[src/rtl/imm_pkg.sv]
`timescale 1ns / 1ps

package imm_pkg;

  localparam int MAX_ROWS  = 64;
  localparam int MAX_INNER = 64;
  localparam int MAX_COLS  = 64;

  localparam int IDX_W  = 6;
  localparam int SIZE_W = 7;
  localparam int DATA_W = 32;
  localparam int OP_W   = 2;
  localparam int CFG_IDX_W = 2;

  localparam int A_DEPTH = MAX_ROWS * MAX_INNER;
  localparam int B_DEPTH = MAX_INNER * MAX_COLS;
  localparam int A_AW    = (A_DEPTH > 1) ? $clog2(A_DEPTH) : 1;
  localparam int B_AW    = (B_DEPTH > 1) ? $clog2(B_DEPTH) : 1;

  localparam int IN_BITS   = 2 * IDX_W + DATA_W;
  localparam int IN_DATA_W = ((IN_BITS + 7) / 8) * 8;
  localparam int OUT_BITS  = 2 * IDX_W + DATA_W;
  localparam int OUT_DATA_W = ((OUT_BITS + 7) / 8) * 8;

  localparam logic [SIZE_W-1:0] SIZE_RESET = SIZE_W'(64);

  typedef enum logic [OP_W-1:0] {
    OP_WR_A = 2'd0,
    OP_WR_B = 2'd1,
    OP_RD   = 2'd2
  } op_e;

  typedef enum logic [CFG_IDX_W-1:0] {
    CFG_ROWS_A = 2'd0,
    CFG_INNER  = 2'd1,
    CFG_COLS_B = 2'd2
  } cfg_idx_e;

  typedef struct packed {
    logic clear;     // start a new dot product
    logic data_vld;  // operand words from the stores are valid
  } mac_ctrl_t;

  typedef struct packed {
    logic busy;      // a product is still on its way to the accumulator
  } mac_stat_t;

  // size register limited to its capacity
  function automatic logic [SIZE_W-1:0] limit_size(logic [SIZE_W-1:0] reg_v, int cap);
    logic [SIZE_W-1:0] res;
    if (int'(reg_v) < cap) res = reg_v;
    else res = SIZE_W'(cap);
    return res;
  endfunction

endpackage

[src/rtl/imm_mac.sv]
`timescale 1ns / 1ps

module imm_mac
  import imm_pkg::*;
(
  input  logic              clk_i,
  input  logic              rst_ni,
  input  mac_ctrl_t         ctrl_i,
  input  logic [DATA_W-1:0] a_i,
  input  logic [DATA_W-1:0] b_i,
  output mac_stat_t         stat_o,
  output logic [DATA_W-1:0] acc_o
);

  logic [DATA_W-1:0] prod_q;
  logic              prod_vld_q;
  logic [DATA_W-1:0] acc_q;

  // low word of the product is the same for signed and unsigned operands
  always_ff @(posedge clk_i) begin
    prod_q <= DATA_W'(a_i * b_i);
  end

  always_ff @(posedge clk_i or negedge rst_ni) begin
    if (!rst_ni) begin
      prod_vld_q <= 1'b0;
      acc_q      <= '0;
    end else begin
      prod_vld_q <= ctrl_i.data_vld;
      if (ctrl_i.clear) begin
        acc_q <= '0;
      end else if (prod_vld_q) begin
        acc_q <= acc_q + prod_q;
      end
    end
  end

  assign stat_o.busy = prod_vld_q;
  assign acc_o       = acc_q;

endmodule

[config.mk]
export PLATFORM = sky130hd
export DESIGN_NAME = imm_mac
export DESIGN_NICKNAME = d
export VERILOG_FILES = /design/src/rtl/imm_pkg.sv /design/src/rtl/imm_mac.sv
export SDC_FILE = /design/constraint.sdc
export NUM_CORES = 1
export LEC_CHECK = 0
export BUFFER_PORTS_ARGS = -buffer_cell sky130_fd_sc_hd__buf_2
export CORE_MARGIN = 8
export CORE_UTILIZATION = 65
export CTS_BUF_LIST = sky130_fd_sc_hd__clkbuf_16
export DETAILED_ROUTE_END_ITERATION = 10
export PLACE_DENSITY = 0.81
export SETUP_SLACK_MARGIN = 0.4
export SYNTH_ARGS = -nofsm -noshare
export SYNTH_HDL_FRONTEND = slang
export SYNTH_SLANG_ARGS = --single-unit
export TNS_END_PERCENT = 5
[constraint.sdc]
create_clock -name clk_i -period 3.5 [get_ports clk_i]
set_input_delay 0.35 -clock clk_i [delete_from_list [all_inputs] [get_ports clk_i]]
set_output_delay 0.35 -clock clk_i [all_outputs]
set_load 0.03 [all_outputs]
Yosys cells after proc, flatten, opt, wreduce, memory -nomap -nowiden:

Cells that the tools add are included.

* latch bits: 0
* memories kept: 0
* word-level logic and storage cells: 8
* memory bits (read-only): 0
* bits of input ports: 68
* register bits after elaboration: 65
* RAM bits: 0
* output and inout bits: 33

* reduce and logical (&&, ||, !) cells: 1
* magnitude comparators: 0
* shift operators: 0
* add/sub/neg operators: 1
* equal/unequal tests: 0
* bitwise operators: 0
* $mul: 1
* mux-type cells: 2
* div/mod/pow operators: 0

Operator list (number)
* two-way mux 32 bit: 2
* adder 32 bit: 1
* multiplier 32 x 32 -> 32 bit: 1
* nonzero test 2 bit: 1

Depth between registers and ports, before layout:

Gate-level depths: netlist of the first run.

* depth in word-level cells: 3
* depth in mapped cells: 28

Worst setup path after synthesis of the first run:

OpenSTA, ideal clock, no wires.

* path kind: input to register
* from: input port b_i[2]
* to: register prod_q[28]
* library setup time: 0.072 ns
* buffers on the path: 3
* setup slack: -3.245 ns
* cell stages on the path: 25
* data arrival time: 6.672 ns
* path through: clkbuf_1 clkbuf_1 and2_1 fa_1 inv_1 fa_1 fa_1 fa_1 inv_1 fa_1 inv_1 fa_1 inv_1 fa_1 fa_1 ha_1 clkbuf_1 a21o_1 a21oi_1 o31ai_1 a211oi_1 nor3b_1 a311o_1 a41oi_2 xnor2_1

* word-level cells in the longest chain between the ends: 1

Ends and longest elaborated chain
* start, declared: line imm_mac.sv:10 `input logic [DATA_W-1:0] b_i,`
* multiplier 32 x 32 -> 32 bit: line imm_mac.sv:21 `prod_q <= DATA_W'(a_i * b_i);`
* end signal, assigned: line imm_mac.sv:21
* end, declared: line imm_mac.sv:15 `logic [DATA_W-1:0] prod_q;`

No other way between the ends.
A chain may end at the register's enable or synchronous reset.

Worst setup path after layout of the first run:

* from: input port a_i[7]
* to: register prod_q[28]

* word-level cells in the longest chain between the ends: 1

Ends and longest elaborated chain
* start, declared: line imm_mac.sv:9 `input logic [DATA_W-1:0] a_i,`
* multiplier 32 x 32 -> 32 bit: line imm_mac.sv:21

No other way between the ends.

==> results.py, run 1 <==
metrics = {
    "run_status": {
        "outcome": "finished with violations",
        "violations": "negative setup slack",
    },
    "yosys": {
        "synthXorXnorAreaFrac_pct": 5.03,
        "ys_async_sr_fraction_pct": 50.8,
        "yosys.area_share.simple_pct": 17.7,
        "syn_inst": 2105,
        "synth_top_cell_by_area": "fa_1",
        "postSynthAreaPerCell_sq_um": 9.10,
        "ys_seq_area_share_pct": 7.65,
        "synth_top_family_by_area": "adder cells",
        "synth.net_count": 2736,
        "synth_area_sq_um": 19200,
        "ys_seq_elements": 65,
        "synth_fa_ha_area_share_pct": 52.8,
        "synth-edff-count": 0,
        "yosys_warnings": 0,
        "synth_top_flop_cell": "dfrtp_1",
        "synth_compound_area_share_pct": 6.12,
        "synth_mux_area_share_pct": 0.836,
        "netlist.area_leader.share_pct": 42.7,
        "synth.area.top_cells": "fa_1 43%, ha_1 10%, and2_1 8.9%, inv_1 8.0%, nand2_1 5.5%",
        "synth_cell_types": 65,
    },
    "cells_and_area": {
        "final_common_cell": "inv_1",
        "drive_above_1_share_pct": 20.3,
        "nNetsFinal": 2985,
        "final_cell_mix": "394 x inv_1, 390 x fa_1, 279 x nand2_1",
        "area_growth_pct": 19.5,
    },
    "grt": {
        "met3_usage_pct": 6.54,
        "antenna_found_initial": 3,
        "grt_max_degree": 34,
        "met1_usage_pct": 40.3,
        "grt_pass1_vias": 17600,
        "grt_pass1_wl_um": 91300,
        "met2_usage_pct": 54.1,
        "grt-ovfl-total": 0,
        "grt.busiest_layer": "met2",
        "grt_use_total_pct": 32.5,
    },
    "timing": {
        "finClkSkew_ns": 0.00855,
        "min_period_over_period_pct": 191,
        "fmax_mhz": 150,
        "rsz0062_at_grt": "yes",
        "fin_ws_ns": -3.17,
        "hold_viol": 0,
        "relSlewSlack_pct": 49.1,
        "maxSlewViolCount": 0,
        "tightestPinTransition_ns": 0.763,
        "finalCriticalPeriod_ns": 6.67,
        "setup_viol": 26,
    },
    "cts": {
        "cts_buffer_depth": 2,
        "clk_pin_slew_ns": 0.06,
        "cts_num_sinks": 65,
        "cts_tree": "built",
        "hold_buffers": 0,
        "cts_max_level": 3,
        "cts_root_buf": "clkbuf_16",
        "clk_latency_ns": 0.34,
        "cts_buffers": 9,
    },
    "routing": {
        "drt-pass1-iter-count": 6,
        "wire_per_inst_um": 22.5,
        "drt-vias-per-instance": 5.95,
        "routed_wl_um": 61900,
        "antenna_left": 0,
        "drtIter0Drc": 1546,
        "vias": 16400,
        "drc": 0,
    },
    "setup_path": {
        "critPathRequiredTime_ns": 3.72,
        "cp_max_fo": 7,
        "cpMostUsedCell": "fa_1",
        "worstReg2RegStart": "acc_o[13]",
        "endpoint_kind": "register",
        "worstPathCellList": "buf_2 > buf_6 > buf_4 > and2_1 > fa_1 > fa_1 > fa_1 > inv_1 > fa_1 > inv_1 > ha_1 > ha_1 > fa_1 > fa_1 > ha_4 > nor2b_1 > o21ai_1 > nand2b_1 > a21oi_1 > a21bo_2 > a311o_1 > a41oi_2 > xnor2_1",
        "start_kind": "input port",
        "cp.arrival_ns": 6.89,
        "path_buf_inv": 5,
        "max_stage_delay_ns": 0.63,
        "r2r_cells": 10,
        "rr_endpoint": "acc_o[31]",
        "path_delay_family": "adder cells",
        "crit_type": "input port to register",
        "reg2reg_setup_slack_ns": 0.47,
        "critPathSlowestCell": "fa_1",
    },
    "job": {
        "drv_cap": 0,
    },
    "floorplan": {
        "pin_count": 101,
        "die-area_sq_um": 35200,
        "fp.coreArea_sq_um": 29300,
        "start_util_pct": 65.3,
        "die_y_um": 188,
        "rows": 63,
        "die_width_um": 188,
    },
    "placement": {
        "dp_hpwl_um": 44900,
        "dpl_worst_slack_ns": -3.26,
        "place_congestion": 0.997,
        "io_buffers": 100,
    },
    "hold_path": {
        "hold_class": "input port to async pin",
    },
}
worst max path at each step:
stage                     startpoint         end  slack, ns  depth (start not counted)
after floorplan               b_i[4]  prod_q[28]      -2.97                         25
after global placement        b_i[9]  prod_q[31]      -3.13                         23
after detailed placement      b_i[9]  prod_q[31]      -3.26                         23
after CTS                     b_i[6]  prod_q[28]      -2.79                         23
after global routing          a_i[8]  prod_q[23]      -3.22                         25
final                         a_i[7]  prod_q[28]      -3.17                         23
cell usage after synthesis, drive strengths merged (3+ instances only):
cell type    n
inv        406
a21oi       53
o21bai       6
nand4        6
mux2i       16
a211oi      10
nor3        12
xnor2       85
nand3       15
a31oi        8
a31o         3
nor3b        3
nor2b        5
and2       274
xor2        25
o21a         5
clkbuf      97
nand2      283
dfrtp       33
nor2        49
o21ai       23
a21o        25
and3         5
or2          5
o211ai       3
ha         154
nand2b       6
o2111ai      4
a21boi       3
nand3b       3
o311ai       4
dfxtp       32
fa         409
a2111oi      3
cell families (layout without fill, tap and decap cells):
family | count (synthesis) | after routing
mux | 16 | 16
flops | 65 | 65
xor+xnor | 110 | 110
other cells | 0 | 1
simple gates | 675 | 675
fa+ha+maj | 563 | 563
buf+inv | 506 | 760
compound gates | 170 | 170
state kept, by name, indices dropped and copies added (netlist names):
signal,cells
prod_q,32
acc_o,32
stat_o,1
metrics by stage:
step | util [%] | instances | area [sq um] | hold slack, ns | setup TNS (ns)
4_1_cts | 76.7 | 2744 | 22500 | 0.102 | -54.56
6_report | 78.1 | 2750 | 22900 | 0.0758 | -61.94
3_5_place_dp | 73.7 | 2723 | 21600 | 0.453 | -66.73
5_1_grt | 78.1 | 2750 | 22900 | 0.125 | -64.21
3_3_place_gp | 73.7 | 2723 | 21600 | 0.439 | -64.38
2_1_floorplan | - | 2105 | 19200 | 0.0544 | -56.70
worst reg2reg max path: stages, from the launching register on:
cell and delay, ns:
dfrtp_1 0.42, ha_1 0.53, nand4_1 0.23, nor3_1 0.41
o311ai_4 0.19, nand3_1 0.17, a31o_1 0.25, a211oi_2 0.10
xor2_1 0.17, or3_1 0.32, a21oi_1 0.15
routing by layer:
metal	share of wire [%]	routed length (um)
met1	35	21500
met3	11	7010
met4	7.3	4510
met2	47	28800
met5	0.036	22
layout make-up:
| class | instances | area (sq um) |
|---|---|---|
| Multi-Input combinational cell | 1534 | 16500 |
| Fill cell | 1743 | 6430 |
| Timing Repair Buffer | 337 | 2590 |
| Inverter | 407 | 1530 |
| Sequential cell | 65 | 1470 |
| Tap cell | 390 | 488 |
| Clock buffer | 11 | 275 |
| Clock inverter | 5 | 65.1 |
| Antenna cell | 1 | 2.50 |
what timing repair did:
| item | CTS | global route |
|---|---|---|
| buffers inserted | 5 | 3 |
| pin swaps | 56 | 52 |
| endpoints found under the setup margin | 31 | 38 |
| gates cloned | 0 | 2 |
| resized for setup | 93 | 81 |
| hold endpoints to repair | 0 | 0 |
Power of run 1 is left out: the tool's default activity adds up to more than one toggle a clock period on the data nets, which glitch-free logic cannot reach.
==> run 2: changes to the inputs <==
- clock period: 3.5 -> 7.6 ns (I/O delays scaled with it)
==> results.py, run 2 (same netlist as run 1, synthesis figures left out) <==
metrics = {
    "run_status": {
        "outcome": "finished clean",
    },
    "setup_path": {
        "path_delay_family": "adder cells",
        "endpoint_kind": "register",
        "worstReg2RegStart": "acc_o[0]",
        "critPathRequiredTime_ns": 7.86,
        "rr_endpoint": "acc_o[30]",
        "worstPathCellList": "buf_2 > and2_1 > fa_1 > fa_1 > fa_1 > inv_1 > fa_1 > inv_1 > fa_1 > inv_1 > fa_1 > inv_1 > fa_1 > fa_1 > ha_2 > a21o_1 > a21oi_1 > o31ai_2 > a211oi_1 > nor3b_1 > a311o_1 > a41oi_2 > xnor2_1",
        "cp.arrival_ns": 7.26,
        "start_kind": "input port",
        "r2r_cells": 11,
        "critPathSlowestCell": "fa_1",
        "reg2reg_setup_slack_ns": 4.14,
        "cpMostUsedCell": "fa_1",
        "crit_type": "input port to register",
        "max_stage_delay_ns": 0.53,
        "path_buf_inv": 5,
        "cp_max_fo": 19,
    },
    "timing": {
        "relSlewSlack_pct": 52.0,
        "fmax_mhz": 143,
        "finalCriticalPeriod_ns": 6.99,
        "setup_viol": 0,
        "setup_tns_ns": 0,
        "rsz0062_at_grt": "yes",
        "maxSlewViolCount": 0,
        "finClkSkew_ns": 0.00851,
        "hold_viol": 0,
        "min_period_over_period_pct": 92.0,
        "tightestPinTransition_ns": 0.720,
        "worst_hold_slack_ns": 0.476,
    },
    "floorplan": {
        "die-area_sq_um": 35200,
        "fp.coreArea_sq_um": 29300,
        "die_width_um": 188,
        "rows": 63,
        "pin_count": 101,
        "die_y_um": 188,
        "start_util_pct": 65.3,
    },
    "placement": {
        "placedCellCount": 2523,
        "dp_hpwl_um": 40400,
        "io_buffers": 100,
        "place_congestion": 0.945,
    },
    "cells_and_area": {
        "final_common_cell": "fa_1",
        "diodes": 0,
        "stdcell_count": 2539,
        "final_cell_mix": "409 x fa_1, 406 x inv_1, 282 x nand2_1",
        "fillCellCount": 2261,
        "area_growth_pct": 6.28,
        "nNetsFinal": 2775,
        "drive_above_1_share_pct": 7.58,
    },
    "cts": {
        "cts_num_sinks": 65,
        "cts_root_buf": "clkbuf_16",
        "clk_pin_slew_ns": 0.06,
        "cts_buffers": 9,
        "cts_tree": "built",
        "cts_buffer_depth": 2,
        "cts_max_level": 3,
        "hold_buffers": 0,
        "clk_latency_ns": 0.34,
    },
    "routing": {
        "routed_wl_um": 49000,
        "drc": 0,
        "drt-vias-per-instance": 5.72,
        "antenna_left": 0,
        "drt-pass1-iter-count": 7,
        "wire_per_inst_um": 19.3,
        "drtIter0Drc": 855,
        "vias": 14500,
    },
    "grt": {
        "grt_max_degree": 34,
        "grt_pass1_vias": 15800,
        "grt-ovfl-total": 0,
        "grt_pass1_wl_um": 79500,
        "antenna_found_initial": 1,
        "grt_use_total_pct": 28.3,
    },
    "job": {
        "drv_cap": 0,
    },
    "hold_path": {
        "hold_class": "input port to async pin",
    },
}
-- run 2: per-stage QoR --
stage	utilization [%]	worst slack, ns	instance area, sq um
finish	69.4	0.608	20400
global route	69.4	0.373	20400
CTS	69.3	0.550	20300
detailed placement	68.2	0.169	20000
global placement	68.2	0.283	20000
floorplan	-	0.445	19200
-- run 2: repair_timing --
action | in CTS | in global routing
gates resized for setup | 0 | 11
endpoints found under the setup margin | 0 | 6
setup buffers | 0 | 0
-- run 2: worst max path at each step --
stage / startpoint / depth (start not counted) / to
floorplan: b_i[2] / 25 / prod_q[28]
global placement: b_i[2] / 23 / prod_q[28]
detailed placement: a_i[13] / 23 / prod_q[28]
CTS: a_i[13] / 23 / prod_q[28]
global route: b_i[5] / 23 / prod_q[31]
finish: a_i[13] / 23 / prod_q[28]
-- run 2: metal layers --
metal	global-route usage, %	vias to the layer above	routed length [um]
li1	-	6402	-
met1	35.2	7342	19400
met2	47.5	644	23300
met3	5.39	143	3910
met4	12.5	2	2380
met5	0	-	11
-- run 2: layout make-up --
cell class / instances / area [sq um] / share of cell area (%)
multi-input cells: 1534 / 15800 / 77.7
inverters: 407 / 1530 / 7.50
repair buffers: 127 / 729 / 3.58
well taps: 390 / 488 / 2.40
flip-flops and latches: 65 / 1470 / 7.20
clock buffers: 10 / 250 / 1.23
clock inverters: 6 / 87.6 / 0.430
-- run 2: worst register-to-register path, cell delays in order (launching register included) --
cell      delay, ns
dfrtp_1        0.40
ha_1           0.25
fa_1           0.41
a21oi_1        0.20
nand4b_1       0.15
a21boi_0       0.20
o311ai_1       0.62
nand4_1        0.29
a41oi_1        0.38
o21ai_1        0.14
xnor2_1        0.14
a22o_1         0.18
Power of run 2 is left out for the same reason.
==> run 3: changes to the inputs <==
- PLACE_DENSITY: 0.81 -> default
- PLACE_DENSITY_LB_ADDON: default -> 0.3
==> results.py, run 3 (same netlist as run 1, synthesis figures left out) <==
metrics = {
    "grt": {
        "grt_max_degree": 34,
        "grt_pass1_wl_um": 80400,
        "grt-ovfl-total": 0,
        "grt_pass1_vias": 15600,
        "antenna_found_initial": 1,
        "grt_use_total_pct": 28.6,
    },
    "cells_and_area": {
        "fillCellCount": 2330,
        "final_cell_mix": "408 x fa_1, 406 x inv_1, 282 x nand2_1",
        "multi_input_comb_area_sq_um": 15800,
        "finish.utilization_pct": 69.4,
        "diodes": 0,
        "area_growth_pct": 6.22,
        "final_common_cell": "fa_1",
        "seq_area_sq_um": 1470,
        "drive_above_1_share_pct": 7.58,
        "nNetsFinal": 2777,
    },
    "routing": {
        "drtIter0Drc": 841,
        "vias": 14200,
        "wire_per_inst_um": 19.1,
        "antenna_left": 0,
        "routed_wl_um": 48600,
        "drt-vias-per-instance": 5.61,
        "drt-pass1-iter-count": 5,
        "drc": 0,
    },
    "run_status": {
        "outcome": "finished clean",
    },
    "timing": {
        "rsz0062_at_grt": "yes",
        "finalCriticalPeriod_ns": 7.06,
        "hold_viol": 0,
        "tightestPinTransition_ns": 0.719,
        "relSlewSlack_pct": 52.0,
        "finClkSkew_ns": 0.00857,
        "min_period_over_period_pct": 93.0,
        "fmax_mhz": 142,
        "maxSlewViolCount": 0,
        "setup_viol": 0,
        "setup_tns_ns": 0,
    },
    "floorplan": {
        "die_width_um": 188,
        "fp.coreArea_sq_um": 29300,
        "die-area_sq_um": 35200,
        "start_util_pct": 65.3,
        "die_y_um": 188,
        "rows": 63,
        "pin_count": 101,
    },
    "setup_path": {
        "worstReg2RegStart": "acc_o[0]",
        "critPathRequiredTime_ns": 7.86,
        "crit_type": "input port to register",
        "crit_start": "a_i[14]",
        "cp.arrival_ns": 7.32,
        "cp_max_fo": 18,
        "endpoint_kind": "register",
        "start_kind": "input port",
    },
    "cts": {
        "cts_tree": "built",
        "cts_buffer_depth": 2,
        "cts_max_level": 3,
        "cts_buffers": 9,
        "post_cts_buffers": 0,
        "cts_num_sinks": 65,
        "hold_buffers": 0,
        "clk_latency_ns": 0.33,
        "cts_root_buf": "clkbuf_16",
        "clk_pin_slew_ns": 0.06,
        "ctsResizeCount": 0,
    },
    "job": {
        "drv_cap": 0,
    },
    "placement": {
        "io_buffers": 100,
        "place_congestion": 0.928,
        "dp_hpwl_um": 40600,
    },
    "hold_path": {
        "hold_class": "input port to async pin",
    },
}
[run 3: changes by cell type in the layout (fill, tap and decap cells not counted), sizes merged]
| cell | before | now |
|---|---|---|
| clkinv | 4 | 2 |
| clkbuf | 14 | 16 |
| bufinv | 2 | 1 |
| inv | 407 | 406 |
| clkinvlp | 0 | 4 |
[run 3: final timing paths]
path	depth (start not counted)	slack [ns]	to
max	23	0.54	prod_q[28]
min	1	0.48	acc_o[6]
max reg2reg	11	4.25	acc_o[30]
min reg2reg	1	0.53	acc_o[29]
max in group asynchronous	1	6.65	acc_o[31]
min in group clk_i	1	0.53	acc_o[29]
[run 3: worst max-delay path, stage by stage]
cell	delay, ns
buf_2	0.34
and2_1	0.20
fa_1	0.40
inv_1	0.08
fa_1	0.43
fa_1	0.49
fa_1	0.56
inv_1	0.06
fa_1	0.49
inv_1	0.06
fa_1	0.53
inv_1	0.05
fa_1	0.49
fa_1	0.41
ha_1	0.38
a21o_1	0.19
a21oi_1	0.19
o31ai_2	0.10
a211oi_1	0.26
nor3b_1	0.09
a311o_1	0.40
a41oi_2	0.23
xnor2_1	0.13
[run 3: metal layers]
metal / up-vias / track usage [%] / routed length [um] / share of wire (%)
li1: 6428 / - / - / -
met3: 127 / 4.38 / 3520 / 7.2
met1: 7133 / 35.2 / 18800 / 39
met5: - / 0 / 0 / 0
met2: 557 / 49.3 / 23900 / 49
met4: 0 / 12.5 / 2400 / 4.9
[run 3: through the flow]
| stage | cells | hold slack [ns] | instance area [sq um] | worst slack (ns) |
|---|---|---|---|---|
| final | 2541 | 0.481 | 20400 | 0.536 |
| after CTS | 2541 | 0.504 | 20300 | 0.568 |
| after global routing | 2541 | 0.534 | 20400 | 0.340 |
| after floorplan | 2105 | 0.464 | 19200 | 0.445 |
| after detailed placement | 2525 | 0.524 | 20000 | 0.198 |
| after global placement | 2525 | 0.512 | 20000 | 0.290 |
[run 3: layout make-up]
class / count / share of cell area (%)
sequential: 65 / 7.21
timing repair buffer: 129 / 3.70
clock buffer: 10 / 1.23
clock inverter: 6 / 0.320
inverter: 407 / 7.51
multi-input combinational: 1534 / 77.6
tap: 390 / 2.40
Power of run 3 is left out for the same reason.
